===== src/rtl/core/aabb_frustum_cull_compact_macros.svh =====
// Assertion helpers shared by the culling block.
`ifndef AABB_FRUSTUM_CULL_COMPACT_MACROS_SVH
`define AABB_FRUSTUM_CULL_COMPACT_MACROS_SVH

// Same-cycle implication, checked outside reset.
`define AFC_ASSERT_NOW(label, clk, rst_n, ante, cons) \
    label: assert property (@(posedge clk) disable iff (!rst_n) (ante) |-> (cons)) \
        else $error("afc assertion failed");

// Next-cycle implication, checked outside reset.
`define AFC_ASSERT_NEXT(label, clk, rst_n, ante, cons) \
    label: assert property (@(posedge clk) disable iff (!rst_n) (ante) |=> (cons)) \
        else $error("afc assertion failed");

`endif


===== src/rtl/core/afc_pkg.sv =====
package afc_pkg;

    localparam int PLANE_COUNT   = 6;
    localparam int MAX_INSTANCES = 4096;
    localparam int AXES          = 3;

    localparam int COORD_W  = 16;
    localparam int CORNER_W = COORD_W + 1;
    localparam int PROD_W   = COORD_W + CORNER_W;
    localparam int SUM_W    = PROD_W + 3;
    localparam int FRAC_SHIFT = 14;

    localparam int CNT_W  = 13;
    localparam int SLOT_W = 12;

    localparam int CFG_AW = 3;
    localparam int CFG_W  = 64;
    localparam int BOX_W  = 48;

    localparam logic [CFG_AW-1:0] REG_BOX_MIN = 3'd6;
    localparam logic [CFG_AW-1:0] REG_BOX_MAX = 3'd7;

    localparam int FIFO_DEPTH = 8;
    localparam int FIFO_AW    = 3;
    localparam int FIFO_CW    = 4;
    localparam int FLIGHT_W   = 2;

    typedef logic signed [COORD_W-1:0] coord_t;

    typedef struct packed {
        logic   visible;
        logic   last;
        coord_t z;
        coord_t y;
        coord_t x;
    } afc_entry_t;

    typedef struct packed {
        logic              visible;
        logic [SLOT_W-1:0] slot;
        coord_t            x;
        coord_t            y;
        coord_t            z;
        logic              frame_end;
        logic [CNT_W-1:0]  kept_total;
    } afc_result_t;

    // Pick one signed 16-bit lane out of a packed register.
    function automatic coord_t lane16(input logic [CFG_W-1:0] word, input logic [1:0] idx);
        return coord_t'(word[16*idx +: 16]);
    endfunction

endpackage


===== src/rtl/core/afc_back.sv =====
module afc_back
    import afc_pkg::*;
(
    input  logic        clk,
    input  logic        rst_n,
    input  logic        q_not_empty,
    input  afc_entry_t  q_entry,
    output logic        q_pop,
    output logic        out_valid,
    input  logic        out_ready,
    output afc_result_t out_result
);

    logic [CNT_W-1:0] kept_reg, kept_next;
    logic [CNT_W-1:0] kept_after;
    logic             out_valid_reg;
    afc_result_t      result_reg, result_next;

    // Take a word whenever the output register is free or being drained.
    assign q_pop = q_not_empty && (!out_valid_reg || out_ready);

    always_comb
    begin
        kept_after = kept_reg;
        result_next.slot = '0;
        if (q_entry.visible)
        begin
            if (kept_reg < CNT_W'(MAX_INSTANCES))
            begin
                result_next.slot = kept_reg[SLOT_W-1:0];
                kept_after       = kept_reg + 1'b1;
            end
            else
            begin
                result_next.slot = SLOT_W'(MAX_INSTANCES - 1);
            end
        end
        result_next.visible    = q_entry.visible;
        result_next.x          = q_entry.x;
        result_next.y          = q_entry.y;
        result_next.z          = q_entry.z;
        result_next.frame_end  = q_entry.last;
        result_next.kept_total = kept_after;
        kept_next = q_entry.last ? '0 : kept_after;
    end

    always_ff @(posedge clk or negedge rst_n)
    begin
        if (!rst_n)
        begin
            kept_reg      <= '0;
            out_valid_reg <= 1'b0;
        end
        else
        begin
            if (q_pop)
            begin
                kept_reg      <= kept_next;
                out_valid_reg <= 1'b1;
            end
            else if (out_ready)
            begin
                out_valid_reg <= 1'b0;
            end
        end
    end

    always_ff @(posedge clk)
    begin
        if (q_pop)
        begin
            result_reg <= result_next;
        end
    end

    assign out_valid  = out_valid_reg;
    assign out_result = result_reg;

endmodule


===== config.mk =====
export PLATFORM = sky130hd
export DESIGN_NAME = afc_back
export DESIGN_NICKNAME = d
export VERILOG_FILES = /design/src/rtl/core/aabb_frustum_cull_compact_macros.svh /design/src/rtl/core/afc_pkg.sv /design/src/rtl/core/afc_back.sv
export SDC_FILE = /design/constraint.sdc
export NUM_CORES = 1
export LEC_CHECK = 0
export ABC_CLOCK_PERIOD_IN_PS = 2950
export BUFFER_PORTS_ARGS = -buffer_cell sky130_fd_sc_hd__clkbuf_2
export CORE_UTILIZATION = 48
export DETAILED_ROUTE_END_ITERATION = 10
export PLACE_DENSITY = 0.79
export SLEW_MARGIN = 20
export SYNTH_ARGS = -nofsm -noshare
export SYNTH_HDL_FRONTEND = slang
export SYNTH_SLANG_ARGS = --single-unit

===== constraint.sdc =====
create_clock -name clk -period 2.95 [get_ports clk]
set_input_delay 0.4425 -clock clk [delete_from_list [all_inputs] [get_ports clk]]
set_output_delay 0.4425 -clock clk [all_outputs]
set_load 0.03 [all_outputs]

# After elaboration in Yosys (flattened, before gate mapping)
# Index checks and enable logic that the tools add are counted.
dict set report classes {
  addsub 1
  magnitude_cmp 1
  n_mux 6
  n_reduce_logical 4
}
# cell n
set ops {}
lappend ops {{$mux W13} 3}
lappend ops {{$add A13 B1 Y13 const B} 1}
lappend ops {{$lt A13 B13 Y1 const B} 1}
lappend ops {{$mux W12} 1}
lappend ops {{$mux W1} 2}
lappend ops {{$reduce_bool A2 Y1} 1}
lappend ops {{$logic_and A1 B1 Y1} 1}
lappend ops {{$logic_not A1 Y1} 1}
lappend ops {{$logic_or A1 B1 Y1} 1}
dict set report word_totals {
  register_bits 89
  input_bits 54
  out_inout_bits 77
  elab_cells 21
}

# Depth between registers and ports, before layout
dict set report logic_depth {
  ltp_word 4
  depth_mapped 6
  depth_no_buf 5
}

# Worst setup path before layout
# No wires, ideal clock.
dict set report synth_timing {
  path_kind {register to register}
  start {reg out_valid_reg (netlist: out_valid)}
  end {reg kept_reg[12]}
  setup_ns 0.105
  arrival_ns 2.764
  setup_slack_ns 0.081
  stages_incl_launch_ff 6
  path_buffers 0
  synth_period_minus_slack_ns 2.869
  path_cell_list {dfrtp_1 nand2b_1 nand2_1 inv_1 a21oi_1 a21oi_1}
}
dict set report synth_via {
  elab_chain_cells 3
}
# item line
set synth_lines {}
lappend synth_lines {{start: declaration} afc_back.sv:16} ;# logic out_valid_reg;
lappend synth_lines {{start signal: assignment} afc_back.sv:52} ;# out_valid_reg <= 1'b0;
lappend synth_lines {{start signal: assignment} afc_back.sv:59} ;# out_valid_reg <= 1'b1;
lappend synth_lines {{start signal: assignment} afc_back.sv:63} ;# out_valid_reg <= 1'b0;
lappend synth_lines {{$logic_not A1 Y1} afc_back.sv:20} ;# assign q_pop = q_not_empty && (!out_valid_reg || out_ready);
lappend synth_lines {{$logic_or A1 B1 Y1} afc_back.sv:20}
lappend synth_lines {{$logic_and A1 B1 Y1} afc_back.sv:20}
lappend synth_lines {{named net q_pop} afc_back.sv:8} ;# output logic q_pop,
lappend synth_lines {{end signal: assignment} afc_back.sv:58} ;# kept_reg <= kept_next;
lappend synth_lines {{end: declaration} afc_back.sv:14} ;# logic [CNT_W-1:0] kept_reg, kept_next;
# The timed path passes the listed nets, and every way through them passes these cells.
# A chain may end at the register's enable or synchronous reset.

# Worst setup path after layout
dict set report layout_timing {
  start {reg out_valid_reg (netlist: out_valid)}
  end {out q_pop}
}
dict set report layout_via {
  elab_chain_cells 3
}
# item line
set layout_lines {}
lappend layout_lines {{$logic_not A1 Y1} afc_back.sv:20}
lappend layout_lines {{$logic_or A1 B1 Y1} afc_back.sv:20}
lappend layout_lines {{$logic_and A1 B1 Y1} afc_back.sv:20}
lappend layout_lines {{end: declaration} afc_back.sv:8}
# No other way between the ends.

==> flow_summary.ini <==
[run_status]
status = finished clean

[global_routing]
antenna_found_initial = 0
grt_max_degree = 50
grt_usage = 0.1855
grt_pass1_vias = 1963
grt_pass1_wl_um = 9887
grt_overflow_total = 0

[cells_and_area]
diodes = 0
nNetsFinal = 390
final_layout_size_suffix_gt1_frac = 0.4543
largest_reg_flops = 75
syn2layout_area_growth_pct = 27.28
fin_cells = 416

[timing]
setup_viol = 0
fin_setup_tns_ns = 0
grt_setup_unrepaired = false
maxSlewHeadroom = 0.6055
fin_crit_sh = 0.6346
final.min_clock_period_ns = 1.872
fmax_mhz = 534.2
slew_violations = 0
tightestPinTransition_ns = 0.5917
finClkSkew_ns = 0.006573
hold_viol_final = 0

[synthesis]
synth_most_common_cell = edfxtp_1
ys_types = 35
synth-main-ff-cell = edfxtp_1
synth.yosys.seq_area_share = 0.7849
synth.top_cell.area_share = 0.6792
synth_edf_count = 75
ys_ff_latch = 89
yosys-top-cells-count = edfxtp_1, dfrtp_1, o21a_1
avgSynthCellArea_um2 = 16.41
synthTopCellsByArea = edfxtp_1, dfrtp_1, o21a_1
synthesis.nets = 258
synth_top_area_cell = edfxtp_1
async_flop_share = 0.1573
synth_area_um2 = 3316
ys_warn_count = 0
syn_inst = 202

[clock_tree]
cts.sinks = 89
cts-resized-gates = 0
clock_latency_ns = 0.35
cts_made_buffers = 9
cts_tree = built
clockBufferDepth = 2
path_clk_slew_ns = 0.09
cts_root_buf = clkbuf_8
cts_max_level = 3

[detailed_routing]
drtIter0Drc = 78
vias = 2155
drt-total-wl_um = 6673
drt-pass1-iter-count = 4
vias_per_cell = 5.180
wl_per_cell_um = 16.04
drc = 0
drt.antenna.violating_nets = 0

[die]
dieArea_um2 = 7244
fp.dieH_um = 85.11
ios = 131
rows = 29
core_area_um2 = 6495
die_w_um = 85.11
initial_core_util = 0.5105

[place]
gp_congestion = 0.8782
portBuffers = 130
dpl.hpwl_um = 4787
placed_cells_incl_taps = 399

[setup_path]
crit_chain = nand2b_1, nand2_1, clkinv_2, clkbuf_2
path_max_fanout = 12
cpPeakStageDelay_ns = 0.39
crit_start = out_valid$_DFFE_PN0P_
worstPathRequired_ns = 2.51
critPathKind = reg2out
reg2reg_from = kept_reg[1]$_DFFE_PN0P_
critical-path-slowest-cell = dfrtp_1
startpoint_type = flip-flop
critPathArrivalTime_ns = 1.43
cp-end-kind = output pin

[min_path]
hp-start = q_entry[2]
hp-class = in2reg

[power_and_ir_drop]
p_leak_nw = 1.804
swShare = 0.2585
p_int_mw = 1.921
powerDensity_nw_per_um2 = 614.0
pwr-share-clk = 0.321
p_seq_frac = 0.568
ir_drop_mv = 0.2846
power_frac_comb = 0.111
switchingPower_uw = 669.8

[flow_run]
maxCapViolations = 0
[routing by layer]
metal | track usage | wire (um)
met2 | 0.3152 | 3459
met5 | 0 | 0
met1 | 0.2226 | 2696
met3 | 0.05837 | 436
met4 | 0.06934 | 80
[worst paths after layout]
check	slack, ns	cells past startpoint	endpoint
setup / recovery	1.08	4	q_pop
hold / removal	0.26	1	out_result[48]$_DFFE_PP_
setup reg to reg	1.14	5	kept_reg[10]$_DFFE_PN0P_
hold reg to reg	0.56	2	out_valid$_DFFE_PN0P_
max in group asynchronous	2.15	2	kept_reg[10]$_DFFE_PN0P_
min in group asynchronous	0.52	2	kept_reg[11]$_DFFE_PN0P_
[cells by family (layout without fill, tap and decap cells)]
kind of cell,after synthesis,in the layout,share of synthesized area
buffers and inverters,19,156,0.02868
AO/OA/AOI/OAI,42,42,0.08113
XOR/XNOR,10,10,0.02642
adder cells (fa/ha/maj),2,2,0.007546
flip-flops,89,89,0.7849
AND/OR/NAND/NOR,40,40,0.07132
[what timing repair did]
item | 4_1_cts | 5_1_grt
endpoints found under the setup margin | 0 | 0
buffers inserted | 0 | 0
hold buffers | 1 | 0
endpoints found under the hold margin | 14 | 0
[placed cells by master (no fill, tap or decap), types with 2 or more instances in the layout]
| cell | count |
|---|---|
| edfxtp_1 | 75 |
| or4_1 | 2 |
| clkbuf_8 | 9 |
| buf_4 | 2 |
| ha_1 | 2 |
| nand3_1 | 6 |
| clkbuf_2 | 130 |
| o21a_1 | 11 |
| o21ai_0 | 10 |
| dfrtp_1 | 14 |
| inv_1 | 6 |
| nand2_1 | 9 |
| nand4_1 | 3 |
| inv_6 | 2 |
| a21oi_1 | 7 |
| nand2b_1 | 2 |
| o31ai_1 | 6 |
| nor2b_1 | 2 |
| o311ai_1 | 2 |
| nor2_1 | 5 |
| a31oi_1 | 4 |
| xnor2_1 | 9 |
| clkinv_4 | 2 |
[per-stage QoR]
stage          hold slack (ns)  setup WS, ns  total power [mW]  instance area [um^2]    util
5_1_grt                 0.2418        0.9814             2.679                  4220  0.6498
3_3_place_gp            0.3739         1.075             1.782                  4010  0.6174
2_1_floorplan           0.1469       0.08064             1.679                  3316       -
6_report                0.2607         1.078             2.591                  4220  0.6498
4_1_cts                 0.2483         1.059             2.612                  4220  0.6498
3_5_place_dp            0.3718         1.030             1.786                  4010  0.6174
[cell type report]
cell class,count,area [um^2]
Sequential cell,89,2603
Tap cell,77,96.34
Clock buffer,9,123.9
Timing Repair Buffer,133,675.6
Fill cell,459,2275
Inverter,7,27.53
Multi-Input combinational cell,94,618.1
Clock inverter,7,76.32
[worst max-delay path: cells and delay by family, from the launching register on]
family	cells	cell delay, ns
flops	1	0.39
simple gates	2	0.36
buf+inv	2	0.33
[power by group through the flow]
| stage | logic [mW] | registers [mW] | clock network, mW |
|---|---|---|---|
| floorplan | 0.0635 | 1.62 | 0 |
| global placement | 0.286 | 1.50 | 0 |
| detailed placement | 0.288 | 1.50 | 0 |
| CTS | 0.290 | 1.47 | 0.851 |
| global route | 0.306 | 1.48 | 0.895 |
| finish | 0.288 | 1.47 | 0.832 |
(Power assumes the default switching activity.)
