===== src/rtl/core/aabb_frustum_cull_compact_macros.svh =====
// Assertion helpers shared by the culling block.
`ifndef AABB_FRUSTUM_CULL_COMPACT_MACROS_SVH
`define AABB_FRUSTUM_CULL_COMPACT_MACROS_SVH

// Same-cycle implication, checked outside reset.
`define AFC_ASSERT_NOW(label, clk, rst_n, ante, cons) \
    label: assert property (@(posedge clk) disable iff (!rst_n) (ante) |-> (cons)) \
        else $error("afc assertion failed");

// Next-cycle implication, checked outside reset.
`define AFC_ASSERT_NEXT(label, clk, rst_n, ante, cons) \
    label: assert property (@(posedge clk) disable iff (!rst_n) (ante) |=> (cons)) \
        else $error("afc assertion failed");

`endif


===== src/rtl/core/afc_pkg.sv =====
package afc_pkg;

    localparam int PLANE_COUNT   = 6;
    localparam int MAX_INSTANCES = 4096;
    localparam int AXES          = 3;

    localparam int COORD_W  = 16;
    localparam int CORNER_W = COORD_W + 1;
    localparam int PROD_W   = COORD_W + CORNER_W;
    localparam int SUM_W    = PROD_W + 3;
    localparam int FRAC_SHIFT = 14;

    localparam int CNT_W  = 13;
    localparam int SLOT_W = 12;

    localparam int CFG_AW = 3;
    localparam int CFG_W  = 64;
    localparam int BOX_W  = 48;

    localparam logic [CFG_AW-1:0] REG_BOX_MIN = 3'd6;
    localparam logic [CFG_AW-1:0] REG_BOX_MAX = 3'd7;

    localparam int FIFO_DEPTH = 8;
    localparam int FIFO_AW    = 3;
    localparam int FIFO_CW    = 4;
    localparam int FLIGHT_W   = 2;

    typedef logic signed [COORD_W-1:0] coord_t;

    typedef struct packed {
        logic   visible;
        logic   last;
        coord_t z;
        coord_t y;
        coord_t x;
    } afc_entry_t;

    typedef struct packed {
        logic              visible;
        logic [SLOT_W-1:0] slot;
        coord_t            x;
        coord_t            y;
        coord_t            z;
        logic              frame_end;
        logic [CNT_W-1:0]  kept_total;
    } afc_result_t;

    // Pick one signed 16-bit lane out of a packed register.
    function automatic coord_t lane16(input logic [CFG_W-1:0] word, input logic [1:0] idx);
        return coord_t'(word[16*idx +: 16]);
    endfunction

endpackage


===== src/rtl/core/afc_fifo.sv =====
module afc_fifo
    import afc_pkg::*;
(
    input  logic               clk,
    input  logic               rst_n,
    input  logic               push,
    input  afc_entry_t         push_entry,
    input  logic               pop,
    output afc_entry_t         pop_entry,
    output logic               not_empty,
    output logic [FIFO_CW-1:0] count
);

    afc_entry_t mem_reg [FIFO_DEPTH];
    logic [FIFO_AW-1:0] wr_ptr_reg, rd_ptr_reg;
    logic [FIFO_CW-1:0] count_reg, count_next;

    always_comb
    begin
        count_next = count_reg;
        if (push && !pop)
        begin
            count_next = count_reg + 1'b1;
        end
        else if (pop && !push)
        begin
            count_next = count_reg - 1'b1;
        end
    end

    always_ff @(posedge clk or negedge rst_n)
    begin
        if (!rst_n)
        begin
            wr_ptr_reg <= '0;
            rd_ptr_reg <= '0;
            count_reg  <= '0;
        end
        else
        begin
            if (push)
            begin
                wr_ptr_reg <= wr_ptr_reg + 1'b1;
            end
            if (pop)
            begin
                rd_ptr_reg <= rd_ptr_reg + 1'b1;
            end
            count_reg <= count_next;
        end
    end

    always_ff @(posedge clk)
    begin
        if (push)
        begin
            mem_reg[wr_ptr_reg] <= push_entry;
        end
    end

    assign pop_entry = mem_reg[rd_ptr_reg];
    assign not_empty = (count_reg != '0);
    assign count     = count_reg;

endmodule


===== config.mk =====
export PLATFORM = sky130hd
export DESIGN_NAME = afc_fifo
export DESIGN_NICKNAME = d
export VERILOG_FILES = /design/src/rtl/core/aabb_frustum_cull_compact_macros.svh /design/src/rtl/core/afc_pkg.sv /design/src/rtl/core/afc_fifo.sv
export SDC_FILE = /design/constraint.sdc
export NUM_CORES = 1
export LEC_CHECK = 0
export BUFFER_PORTS_ARGS = -buffer_cell sky130_fd_sc_hd__clkbuf_2
export CAP_MARGIN = 20
export CORE_ASPECT_RATIO = 2
export CORE_MARGIN = 10
export CORE_UTILIZATION = 30
export DETAILED_ROUTE_END_ITERATION = 8
export HOLD_SLACK_MARGIN = 0.05
export PLACE_DENSITY = 0.53
export SYNTH_ARGS = -nofsm -noshare
export SYNTH_HDL_FRONTEND = slang
export SYNTH_SLANG_ARGS = --single-unit

===== constraint.sdc =====
create_clock -name clk -period 11 [get_ports clk]
set_input_delay 1.65 -clock clk [delete_from_list [all_inputs] [get_ports clk]]
set_output_delay 1.65 -clock clk [all_outputs]
set_load 0.03 [all_outputs]

# After elaboration in Yosys (flattened, before gate mapping)

Memory sizes are Yosys's and may differ from the RTL's.
Index checks and enable logic that the tools add are counted.

Memories: 1
Input port bits: 54
Logic and storage cells: 18
Bits in read-only memories: 0
Output and inout bits: 55
Flip-flop bits (word level): 10
RAM bits: 400
Bits in latches: 0

Memories:

| name    | depth | width | read ports | clocked after Yosys merged registers in | wr ports | line           | RTL |
|---|---|---|---|---|---|---|---|
| mem_reg | 8     | 50    | 1          | 0                                       | 1        | afc_fifo.sv:14 | `afc_entry_t mem_reg [FIFO_DEPTH];` |

Equal/unequal tests: 0
Bitwise gates (word level): 0
Shift-type cells: 0
$add $sub $neg: 4
Mux-type cells: 4
$lt $le $gt $ge: 0
$mul: 0
Reductions and logical operators: 6
Divide/modulo/power cells: 0

Operator list:

| cell                  | number |
|---|---|
| $mux W4               | 2 |
| $add A3 B1 Y3 const B | 2 |
| $add A4 B1 Y4 const B | 1 |
| $reduce_bool A4 Y1    | 1 |
| $sub A4 B1 Y4 const B | 1 |
| $logic_and A1 B1 Y1   | 2 |
| $logic_not A1 Y1      | 2 |
| $mux W1               | 2 |
| $reduce_bool A2 Y1    | 1 |

# Depth between registers and ports, before layout

Gate-level depths: netlist of run 1.

Word-level depth: 4
Mapped depth: 7
Gate-level depth less buffers: 7

# Worst setup path after synthesis of run 1

Ideal clock, no wire load.

Kind: input-to-reg
Start: input push
End: memory mem_reg[0][0] (netlist bit) (enable)
Stages on the path: 2
Library setup time: 0.519 ns
Data arrival time: 5.157 ns
Data required time: 10.481 ns
Slack: 5.324 ns
Buffers on the path: 0
Cells stage by stage: nand2b_1 > nor3_1

Cells in the longest elaborated chain, start to end: 2

Ends and longest elaborated chain:

| element                       | line           | RTL |
|---|---|---|
| start, declared               | afc_fifo.sv:6  | `input logic push,` |
| $mux W1                       | afc_fifo.sv:55 | `if (push)` |
| $mux W1 (implied by the code) | afc_fifo.sv:57 | `mem_reg[wr_ptr_reg] <= push_entry;` |
| end, declared                 | afc_fifo.sv:14 |  |

No other way between the ends.

==> summary.md, run 1 <==
| Metric | Value |
|---|---|
| Drt total wl | `approximately 35000 µm` |
| #FFs+latches synth | `410` |
| DIE WIDTH | `around 180 µm` |
| Clock Skew | `13.21 ps` |
| Arrival time at the worst endpoint | `between 3000 and 4000 ps` |
| Switch share | `around a third` |
| Tot GR Track Use | `a little over a tenth` |
| Commonest non-fill, non-tap cell in the layout | `edfxtp_1` |
| Non-Filler Instances | `roughly 1500` |
| CP max stage cell | `dfrtp_4` |
| DRC errors left | `0` |
| Cell area after synthesis | `15890 µm²` |
| Area of placed instances | `17200 µm²` |
| DRT iter0 DRCs | `around 340` |
| Biggest cell delay along the critical path | `about 1100 ps` |
| Endpoint class of the critical path | `primary output` |
| Placed insts | `~1400` |
| Finished Core Util | `34.93%` |
| Worst skew pair latency | `between 500 and 600 ps` |
| Antenna Cells | `0` |
| Syn Nets | `approximately 700` |
| Pwr Density | `approximately 270 nW/µm²` |
| Netlist cell types | `28` |
| Min cycle time layout | `5466 ps` |
| Clk pwr share | `between 20% and 30%` |
| Leading cell types in the layout, fill and taps excluded | `edfxtp_1, clkbuf_2, mux4_1, mux2_2, clkbuf_16` |
| Endpoints failing setup | `0` |
| Hold Path Depth | `2` |
| Critical path class | `reg -> out` |
| Clk root buf | `clkbuf_16` |
| R2R Path Start | `wr_ptr_reg[2]$_DFFE_PN0P_` |
| Starting density of the core | `~30%` |
| Cells along the critical path | `buf_4 -> mux4_1 -> mux2_2 -> clkbuf_2` |
| DP HPWL | `just under 20000 µm` |
| I/O Buffers | `about 110` |
| Router iterations before antenna repair | `4` |
| TritonCTS Buffers | `37` |
| Fmax | `approximately 180 MHz` |
| Static leakage power | `slightly above 6 nW` |
| Register area share after synthesis | `77.15%` |
| Grt total ovfl | `0` |
| Clk buf depth | `3` |
| Pins Over Slew Limit | `0` |
| Die height | `roughly 350 µm` |
| Worst vdd ir | `~150 µV` |
| NetSw | `0.001654 W` |
| Reg2Reg Setup Slack | `between 8000 and 9000 ps` |
| Antenna Nets Post-Route | `0` |
| Worst Tran Pin Value | `approximately 1000 ps` |
| Avg Inst Size Synth | `around 25 µm²` |
| Global placer's final weighted congestion | `0.6812` |
| Die ar. | `roughly 63000 µm²` |
| Max FFs per register | `400` |
| # clock sinks | `slightly above 400` |
| H-tree Lvls | `2` |
| CTS tree | `built` |
| CP max FO | `53` |
| Fin area | `18360 µm²` |
| Hold endpoint | `count[2]$_DFFE_PN0P_` |
| Largest net degree at the start of global routing | `69` |
| Vias | `~7000` |
| IO Count | `109` |
| CORE AREA | `between 50000 and 60000 µm²` |
| # rows | `119` |
| CP Launch Type | `flip-flop` |
| Req. time, crit path | `roughly 9400 ps` |
| Cell Int Power | `~0.0033 W` |
| Nets | `between 800 and 900` |
| Reg clk slew, reported paths | `roughly 70 ps` |
| RSZ-0062 raised after global routing | `false` |
| Buf/Inv on CP | `2` |
| Initial antenna violation count | `5` |
| Min-delay src | `count[2]$_DFFE_PN0P_` |
| First-pass GRT wire length | `~52000 µm` |
| Part of the power in registers | `a little over two fifths` |
| Worst hold path class | `reg -> reg` |
| R2R cell count | `3` |
| Setup tns final | `0 ps` |
| Vias per std cell | `approximately 4.8` |
| Setup bufs post-CTS | `0` |
| Top delay family on crit path | `flip-flops` |
| R2R Path End | `mem_reg[3][28]$_DFFE_PP_` |
| Drt wl/cell | `23.99 µm` |
| Max-Cap Viols | `0` |
| Post-cts resize count | `0` |
| Hold-fix buffers at CTS | `0` |
| Vias in the first global route | `~7700` |
| Period utilization | `about half` |
| Cells after synthesis | `637` |
| Worst rel slew slack | `a little under a third` |
| Hold Violations, Final | `0` |
| Fraction of layout instances using a drive strength above 1 | `33.33%` |
| P&R area growth vs syn | `15.50%` |
| Comb pwr share | `a little under a third` |
| Ys Warns | `0` |
| Outcome | `complete, no violations` |
==> tightest hold or removal path: cells and delay by family (launching register included) <==
| family | cells | cell delay (ps) |
|---|---|---|
| flip-flops | 1 | 410 |
| AND/OR/NAND/NOR | 1 | 60 |
| AO/OA/AOI/OAI | 1 | 70 |
==> logic make-up after synthesis <==
logic type,count (synthesis),share of synthesized area [%]
multiplexers,154,19.59
flip-flops,410,77.15
adder cells (fa/ha/maj),6,0.5196
AO/OA/AOI/OAI,6,0.2597
buffers and inverters,31,1.409
AND/OR/NAND/NOR,24,0.7400
XOR/XNOR,6,0.3306
==> stage by stage <==
stage	setup WS (ps)	hold slack [ps]	power, W
after floorplan	5324	517.4	0.003309
after global placement	5953	535.0	0.003817
after detailed placement	5948	548.0	0.003837
after CTS	5365	565.7	0.005094
after global routing	5299	612.1	0.005213
final	5534	564.2	0.004957
==> final cells by class <==
cell class,count,area (µm²)
Multi-Input combinational cell,196,3463
Inverter,2,7.507
Clock inverter,21,122.6
Clock buffer,47,1036
Sequential cell,410,12270
Tap cell,665,832.0
Fill cell,4922,34200
Timing Repair Buffer,119,623.1
==> cell usage after synthesis <==
cell	count	share of area [%]
o21ai_0	1	0.031
buf_1	8	0.19
mux4_1	68	11
nor3_1	3	0.094
xor2_1	2	0.11
or3_1	1	0.039
a21oi_1	2	0.063
nor2_1	6	0.14
nand3_1	2	0.063
a2111o_1	1	0.071
clkbuf_1	9	0.21
nand2_1	6	0.14
or4_1	2	0.094
edfxtp_1	400	76
xnor2_1	4	0.22
buf_8	8	0.76
nand3b_1	1	0.047
buf_2	2	0.063
fa_1	1	0.13
inv_1	2	0.047
dfrtp_1	10	1.6
mux2i_1	1	0.063
buf_6	2	0.14
o211ai_1	2	0.094
nand2b_1	3	0.12
mux2_2	53	3.8
mux4_2	32	4.5
ha_1	5	0.39
==> worst max-delay path by stage <==
stage,from,end,cells after the start
6_report,rd_ptr_reg[0]$_DFFE_PN0P_,pop_entry[10],4
5_1_grt,rd_ptr_reg[0]$_DFFE_PN0P_,pop_entry[10],4
4_1_cts,rd_ptr_reg[0]$_DFFE_PN0P_,pop_entry[10],4
3_5_place_dp,rd_ptr_reg[0]$_DFFE_PN0P_,pop_entry[10],4
3_3_place_gp,rd_ptr_reg[0]$_DFFE_PN0P_,pop_entry[10],4
2_1_floorplan,push,mem_reg[0][0]$_DFFE_PP_,2
==> layer usage <==
metal  GRT usage [%]  share of wire [%]  vias to the layer above
met4           3.433                2.4                        4
met3           1.979                3.7                       47
met1           11.65                 37                     3756
met2           21.11                 57                      139
li1                -                  -                     3040
met5               0              0.089                        -
==> power by group through the flow <==
stage	clock network (W)	logic [W]	registers, W
after floorplan	0	0.00124	0.00207
after global placement	0	0.00162	0.00219
after detailed placement	0	0.00163	0.00221
after CTS	0.00129	0.00163	0.00217
after global routing	0.00135	0.00167	0.00219
final	0.00124	0.00156	0.00216
(Power assumes the default switching activity.)
==> inputs of run 2 (changes only) <==
Settings changed: ABC_AREA from default to 1, PLACE_DENSITY 0.53 to 0.55.
Clock period 11 ns to 4.6 ns, I/O delays scaled along.
==> summary.md, run 2 <==
| Metric | Value |
|---|---|
| Global placer's final weighted congestion | `0.7535` |
| Arrival time at the worst endpoint | `between 3000 and 4000 ps` |
| Leading cell types in the layout, fill and taps excluded | `nand2_1, nor2_1, edfxtp_1, inv_1, clkbuf_2` |
| Area contributors post-synth | `edfxtp_1, nand2_1, nor2_1` |
| Hold Violations, Final | `0` |
| Pwr Density | `645.2 nW/µm²` |
| TritonCTS Buffers | `38` |
| Synth top cells by count | `nand2_1, nor2_1, edfxtp_1` |
| Top-count cell post-synth | `nand2_1` |
| Starting density of the core | `between 30% and 40%` |
| DIE WIDTH | `~190 µm` |
| Cells after synthesis | `roughly 1800` |
| CORE AREA | `58960 µm²` |
| Netlist cell types | `18` |
| # clock sinks | `410` |
| Vias | `about 11000` |
| Critical path class | `reg -> out` |
| Nets | `approximately 2000` |
| Worst rel slew slack | `around a third` |
| Fmax | `around 270 MHz` |
| Worst Tran Pin Value | `just over 1000 ps` |
| Cell area after synthesis | `17800 µm²` |
| P&R area growth vs syn | `14.31%` |
| Async set or reset register ratio after synthesis | `under 10%` |
| Vias per std cell | `~4.3` |
| DRT iter0 DRCs | `around 660` |
| Clk root buf | `clkbuf_16` |
| Die ar. | `roughly 70000 µm²` |
| Max-Cap Viols | `0` |
| Antenna Nets Post-Route | `0` |
| Area of placed instances | `roughly 19000 µm²` |
| Worst skew pair latency | `about 550 ps` |
| Synth top area share | `67.49%` |
| Commonest non-fill, non-tap cell in the layout | `nand2_1` |
| Fin area | `20340 µm²` |
| Register area share after synthesis | `roughly 69%` |
| #FFs+latches synth | `just over 400` |
| DP HPWL | `approximately 24000 µm` |
| Req. time, crit path | `3910 ps` |
| Dpl ws | `around 1400 ps` |
| Grt total ovfl | `0` |
| Reg clk slew, reported paths | `70 ps` |
| CP max FO | `76` |
| # rows | `~130` |
| Router iterations before antenna repair | `5` |
| Initial antenna violation count | `7` |
| Period utilization | `~80%` |
| Most used DFF post-synth | `edfxtp_1` |
| Max FFs per register | `400` |
| Worst hold path class | `in -> reg` |
| Outcome | `complete, no violations` |
| EDFF count, synth | `400` |
| Ys Warns | `0` |
| Setup tns final | `0 ps` |
| RSZ-0062 raised after global routing | `false` |
| CTS tree | `built` |
| CP Launch Type | `flip-flop` |
| Fraction of layout instances using a drive strength above 1 | `10.36%` |
| Syn Nets | `1862` |
| Clk buf depth | `3` |
| Endpoints failing setup | `0` |
| Static leakage power | `8.730 nW` |
| Min cycle time layout | `~3700 ps` |
| Largest net degree at the start of global routing | `approximately 130` |
| Die height | `between 300 and 400 µm` |
| Yosys top cell by area | `edfxtp_1` |
| Fin worst setup slack | `between 800 and 900 ps` |
| IO Count | `109` |
| First-pass GRT wire length | `between 60000 and 70000 µm` |
| Worst vdd ir | `around 420 µV` |
| Drt wl/cell | `around 16 µm` |
| DRC errors left | `0` |
| H-tree Lvls | `2` |
| Reg2Reg Setup Slack | `2310 ps` |
| Pins Over Slew Limit | `0` |
| Drt total wl | `about 42000 µm` |
| Vias in the first global route | `approximately 11000` |
| I/O Buffers | `108` |
| Endpoint class of the critical path | `primary output` |
| Tot GR Track Use | `between 10% and 20%` |
| Avg Inst Size Synth | `roughly 9.9 µm²` |
| Clock Skew | `roughly 8.6 ps` |
| Setup bufs post-CTS | `0` |
-- run 2: routing by layer --
layer  global-route usage [%]  wire length (µm)  part of all wire (%)  vias to the layer above
li1                         -                 -                     -                     5764
met1                    13.71             17430                    41                     5413
met2                    21.03             21430                    51                      185
met3                    2.434              1926                   4.5                       77
met4                    5.523              1526                   3.6                       10
met5                        0                59                  0.14                        -
-- run 2: final timing paths --
check | start | depth (start not counted) | end
setup / recovery | rd_ptr_reg[1]$_DFFE_PN0P_ | 8 | pop_entry[25]
hold / removal | push_entry[0] | 1 | mem_reg[1][0]$_DFFE_PP_
setup reg to reg | wr_ptr_reg[0]$_DFFE_PN0P_ | 3 | mem_reg[2][22]$_DFFE_PP_
hold reg to reg | wr_ptr_reg[0]$_DFFE_PN0P_ | 2 | wr_ptr_reg[0]$_DFFE_PN0P_
max in group asynchronous | rst_n | 2 | rd_ptr_reg[1]$_DFFE_PN0P_
min in group asynchronous | rst_n | 2 | count[0]$_DFFE_PN0P_
-- run 2: power by group --
part | leakage [nW] | internal (W) | switching (W) | total, W
clock | 0.621 | 0.00184 | 0.00141 | 0.00326
sequential | 3.75 | 0.00454 | 0.000212 | 0.00475
combinational | 4.36 | 0.00137 | 0.00375 | 0.00512
total | 8.73 | 0.00775 | 0.00537 | 0.0131
-- run 2: metrics by stage --
| step | utilization, % | std cells | power [W] | hold slack [ps] |
|---|---|---|---|---|
| 2_1_floorplan | - | 1802 | 0.008645 | 394.4 |
| 3_3_place_gp | 32.35 | 2620 | 0.01002 | 503.7 |
| 3_5_place_dp | 32.35 | 2620 | 0.01009 | 519.6 |
| 4_1_cts | 34.49 | 2688 | 0.01338 | 388.7 |
| 5_1_grt | 34.50 | 2690 | 0.01407 | 412.3 |
| 6_report | 34.50 | 2690 | 0.01313 | 412.4 |
-- run 2: worst max-delay path: stages (launching register included) --
cell and delay, ps:
dfrtp_4 870, inv_4 470, buf_4 380, nor2_1 120
nand2_1 60, nand2_1 70, nand2_1 50, nand2_1 110
clkbuf_2 210
-- run 2: kinds of logic (layout without fill, tap and decap cells) --
group	count (synthesis)	in the layout	synth area share, %
AND/OR/NAND/NOR	1088	1088	22.99
buffers and inverters	289	407	7.290
AO/OA/AOI/OAI	4	4	0.1125
other	0	2	0
XOR/XNOR	5	5	0.2461
adder cells (fa/ha/maj)	6	6	0.4640
flip-flops	410	410	68.90
-- run 2: cell type report --
class | count | area (µm²)
Antenna cell | 2 | 5.005
Clock buffer | 43 | 991.0
Clock inverter | 24 | 264.0
Fill cell | 5964 | 38620
Inverter | 212 | 798.3
Multi-Input combinational cell | 1103 | 4298
Sequential cell | 410 | 12270
Tap cell | 768 | 960.9
Timing Repair Buffer | 128 | 755.7
-- run 2: repair_timing --
action | CTS | global route
setup endpoints to repair | 0 | 0
hold endpoints to repair | 10 | 0
hold buffers | 1 | 0
resized for setup | 0 | 0
==> inputs of run 3 (changes only) <==
Settings changed: PLACE_DENSITY 0.55 to 0.53.
Clock period 4.6 ns to 3.59 ns, I/O delays scaled along.
==> summary.md, run 3 (synthesis gave the netlist of run 2 again) <==
| Metric | Value |
|---|---|
| Outcome | `complete, no violations` |
| Clk buf depth | `3` |
| DRC errors left | `0` |
| Comb pwr share | `roughly two fifths` |
| Antenna Cells | `0` |
| Grt total ovfl | `0` |
| Worst rel slew slack | `roughly 44%` |
| Starting density of the core | `a little under a third` |
| Req. time, crit path | `just over 3000 ps` |
| Die height | `about 360 µm` |
| Vias | `approximately 11000` |
| Top Metal Used | `met5` |
| NetSw | `a little under 0.007 W` |
| IO Count | `109` |
| Max FFs per register | `400` |
| DRT iter0 DRCs | `roughly 480` |
| Antenna Nets Post-Route | `0` |
| CP Launch Type | `flip-flop` |
| Pwr Density | `~820 nW/µm²` |
| Min-delay src | `push_entry[47]` |
| Vias in the first global route | `around 11000` |
| Die ar. | `70060 µm²` |
| CORE AREA | `between 50000 and 60000 µm²` |
| I/O Buffers | `approximately 110` |
| Hold Path Depth | `1` |
| Worst hold path class | `in -> reg` |
| Initial antenna violation count | `3` |
| H-tree Lvls | `2` |
| CTS tree | `built` |
| Cell Int Power | `0.009953 W` |
| Drt wl/cell | `15.80 µm` |
| Clock Skew | `14.02 ps` |
| Reg2Reg Setup Slack | `~1600 ps` |
| WL met3 | `1302 µm` |
| R2R Path Start | `wr_ptr_reg[0]$_DFFE_PN0P_` |
| Most common cell on crit path | `nand2_1` |
| Endpoints failing setup | `0` |
| Worst Tran Pin Value | `844.0 ps` |
| # rows | `~130` |
| Worst vdd ir | `between 500 and 600 µV` |
| Setup tns final | `0 ps` |
| Pins Over Slew Limit | `0` |
| Global placer's final weighted congestion | `approximately 0.75` |
| RSZ-0062 raised after global routing | `false` |
| Tot GR Track Use | `between 10 and 15%` |
| Nets | `1959` |
| Min cycle time layout | `between 3000 and 4000 ps` |
| Reg clk slew, reported paths | `around 60 ps` |
| Critical path class | `reg -> out` |
| Worst skew pair latency | `approximately 540 ps` |
| Endpoint class of the critical path | `primary output` |
| Pwr Total | `around 0.017 W` |
| Period utilization | `about 84%` |
| P&R area growth vs syn | `14.64%` |
| Largest net degree at the start of global routing | `approximately 110` |
| CP max stage cell | `dfrtp_4` |
| Static leakage power | `just under 9 nW` |
| Fraction of layout instances using a drive strength above 1 | `between 10% and 20%` |
| Clk pwr share | `a little under a quarter` |
| Router iterations before antenna repair | `4` |
| DIE WIDTH | `between 150 and 200 µm` |
| Met2 Wirelength | `23280 µm` |
| Max-Cap Viols | `0` |
| Arrival time at the worst endpoint | `between 2000 and 2500 ps` |
| R2R Path End | `mem_reg[0][38]$_DFFE_PP_` |
| Leading cell types in the layout, fill and taps excluded | `nand2_1, nor2_1, edfxtp_1, inv_1, clkbuf_2` |
| R2R cell count | `3` |
| DP HPWL | `25630 µm` |
| # clock sinks | `a little over 400` |
| Hold endpoint | `mem_reg[7][47]$_DFFE_PP_` |
| TritonCTS Buffers | `38` |
| Hold Violations, Final | `0` |
| WL met1 | `between 15000 and 20000 µm` |
| CP max FO | `46` |
| Clk root buf | `clkbuf_16` |
| Part of the power in registers | `a little over a third` |
| Cells along the critical path | `inv_4 -> buf_4 -> nor2_1 -> nand2_1 -> nand2_1 -> nand2_1 -> nand2_1 -> clkbuf_2` |
| Switch share | `around two fifths` |
| First-pass GRT wire length | `64550 µm` |
| Commonest non-fill, non-tap cell in the layout | `nand2_1` |
| Biggest cell delay along the critical path | `around 500 ps` |
| Vias per std cell | `4.224` |
| Fmax | `around 330 MHz` |
| Drt total wl | `42510 µm` |
-- run 3: how the worst max path moves through the flow --
stage / slack [ps] / endpoint / cells after the start / startpoint
after floorplan: 150 / mem_reg[0][0]$_DFFE_PP_ / 3 / push
after global placement: 1050 / pop_entry[48] / 8 / rd_ptr_reg[1]$_DFFE_PN0P_
after detailed placement: 1070 / pop_entry[33] / 8 / rd_ptr_reg[1]$_DFFE_PN0P_
after CTS: 490 / pop_entry[33] / 8 / rd_ptr_reg[1]$_DFFE_PN0P_
after global routing: 400 / pop_entry[22] / 8 / rd_ptr_reg[0]$_DFFE_PN0P_
final: 580 / pop_entry[33] / 8 / rd_ptr_reg[1]$_DFFE_PN0P_
-- run 3: layout make-up --
| cell class | instances | area (µm²) |
|---|---|---|
| repair buffers | 134 | 863.3 |
| clock inverters | 17 | 185.2 |
| well taps | 768 | 960.9 |
| clock buffers | 47 | 1026 |
| inverters | 212 | 798.3 |
| fillers | 5965 | 38560 |
| flip-flops and latches | 410 | 12270 |
| multi-input cells | 1103 | 4298 |
-- run 3: what timing repair did --
| item | 4_1_cts | 5_1_grt |
|---|---|---|
| buffers inserted | 0 | 0 |
| hold buffers | 1 | 0 |
| endpoints found under the hold margin | 10 | 0 |
| gates resized for setup | 0 | 0 |
-- run 3: metrics by stage --
stage                     cell area [µm²]  util (%)  worst slack [ps]  std cells  hold slack (ps)
after global placement              19180     32.53              1055       2626            443.3
after CTS                           20400     34.60             488.5       2691            238.4
after global routing                20400     34.60             403.7       2691            257.4
final                               20400     34.60             582.5       2691            272.4
after floorplan                     17800         -             145.2       1802            242.9
after detailed placement            19180     32.53              1072       2626            446.5
-- run 3: critical path: cells and delay by family (launching register included) --
family / cells / cell delay, ps
buf+inv: 3 / 1030
flops: 1 / 500
simple gates: 5 / 370
-- run 3: layer usage --
layer	vias up	track usage, %
li1	5761	-
met1	5367	12.80
met2	160	23.02
met3	74	1.928
met4	4	4.654
met5	-	0
-- run 3: power groups by stage --
stage | clock, W | sequential, W | combinational, W
floorplan | 0 | 0.00610 | 0.00498
global placement | 0 | 0.00611 | 0.00690
detailed placement | 0 | 0.00612 | 0.00696
CTS | 0.00417 | 0.00602 | 0.00698
global route | 0.00433 | 0.00606 | 0.00761
finish | 0.00403 | 0.00601 | 0.00673
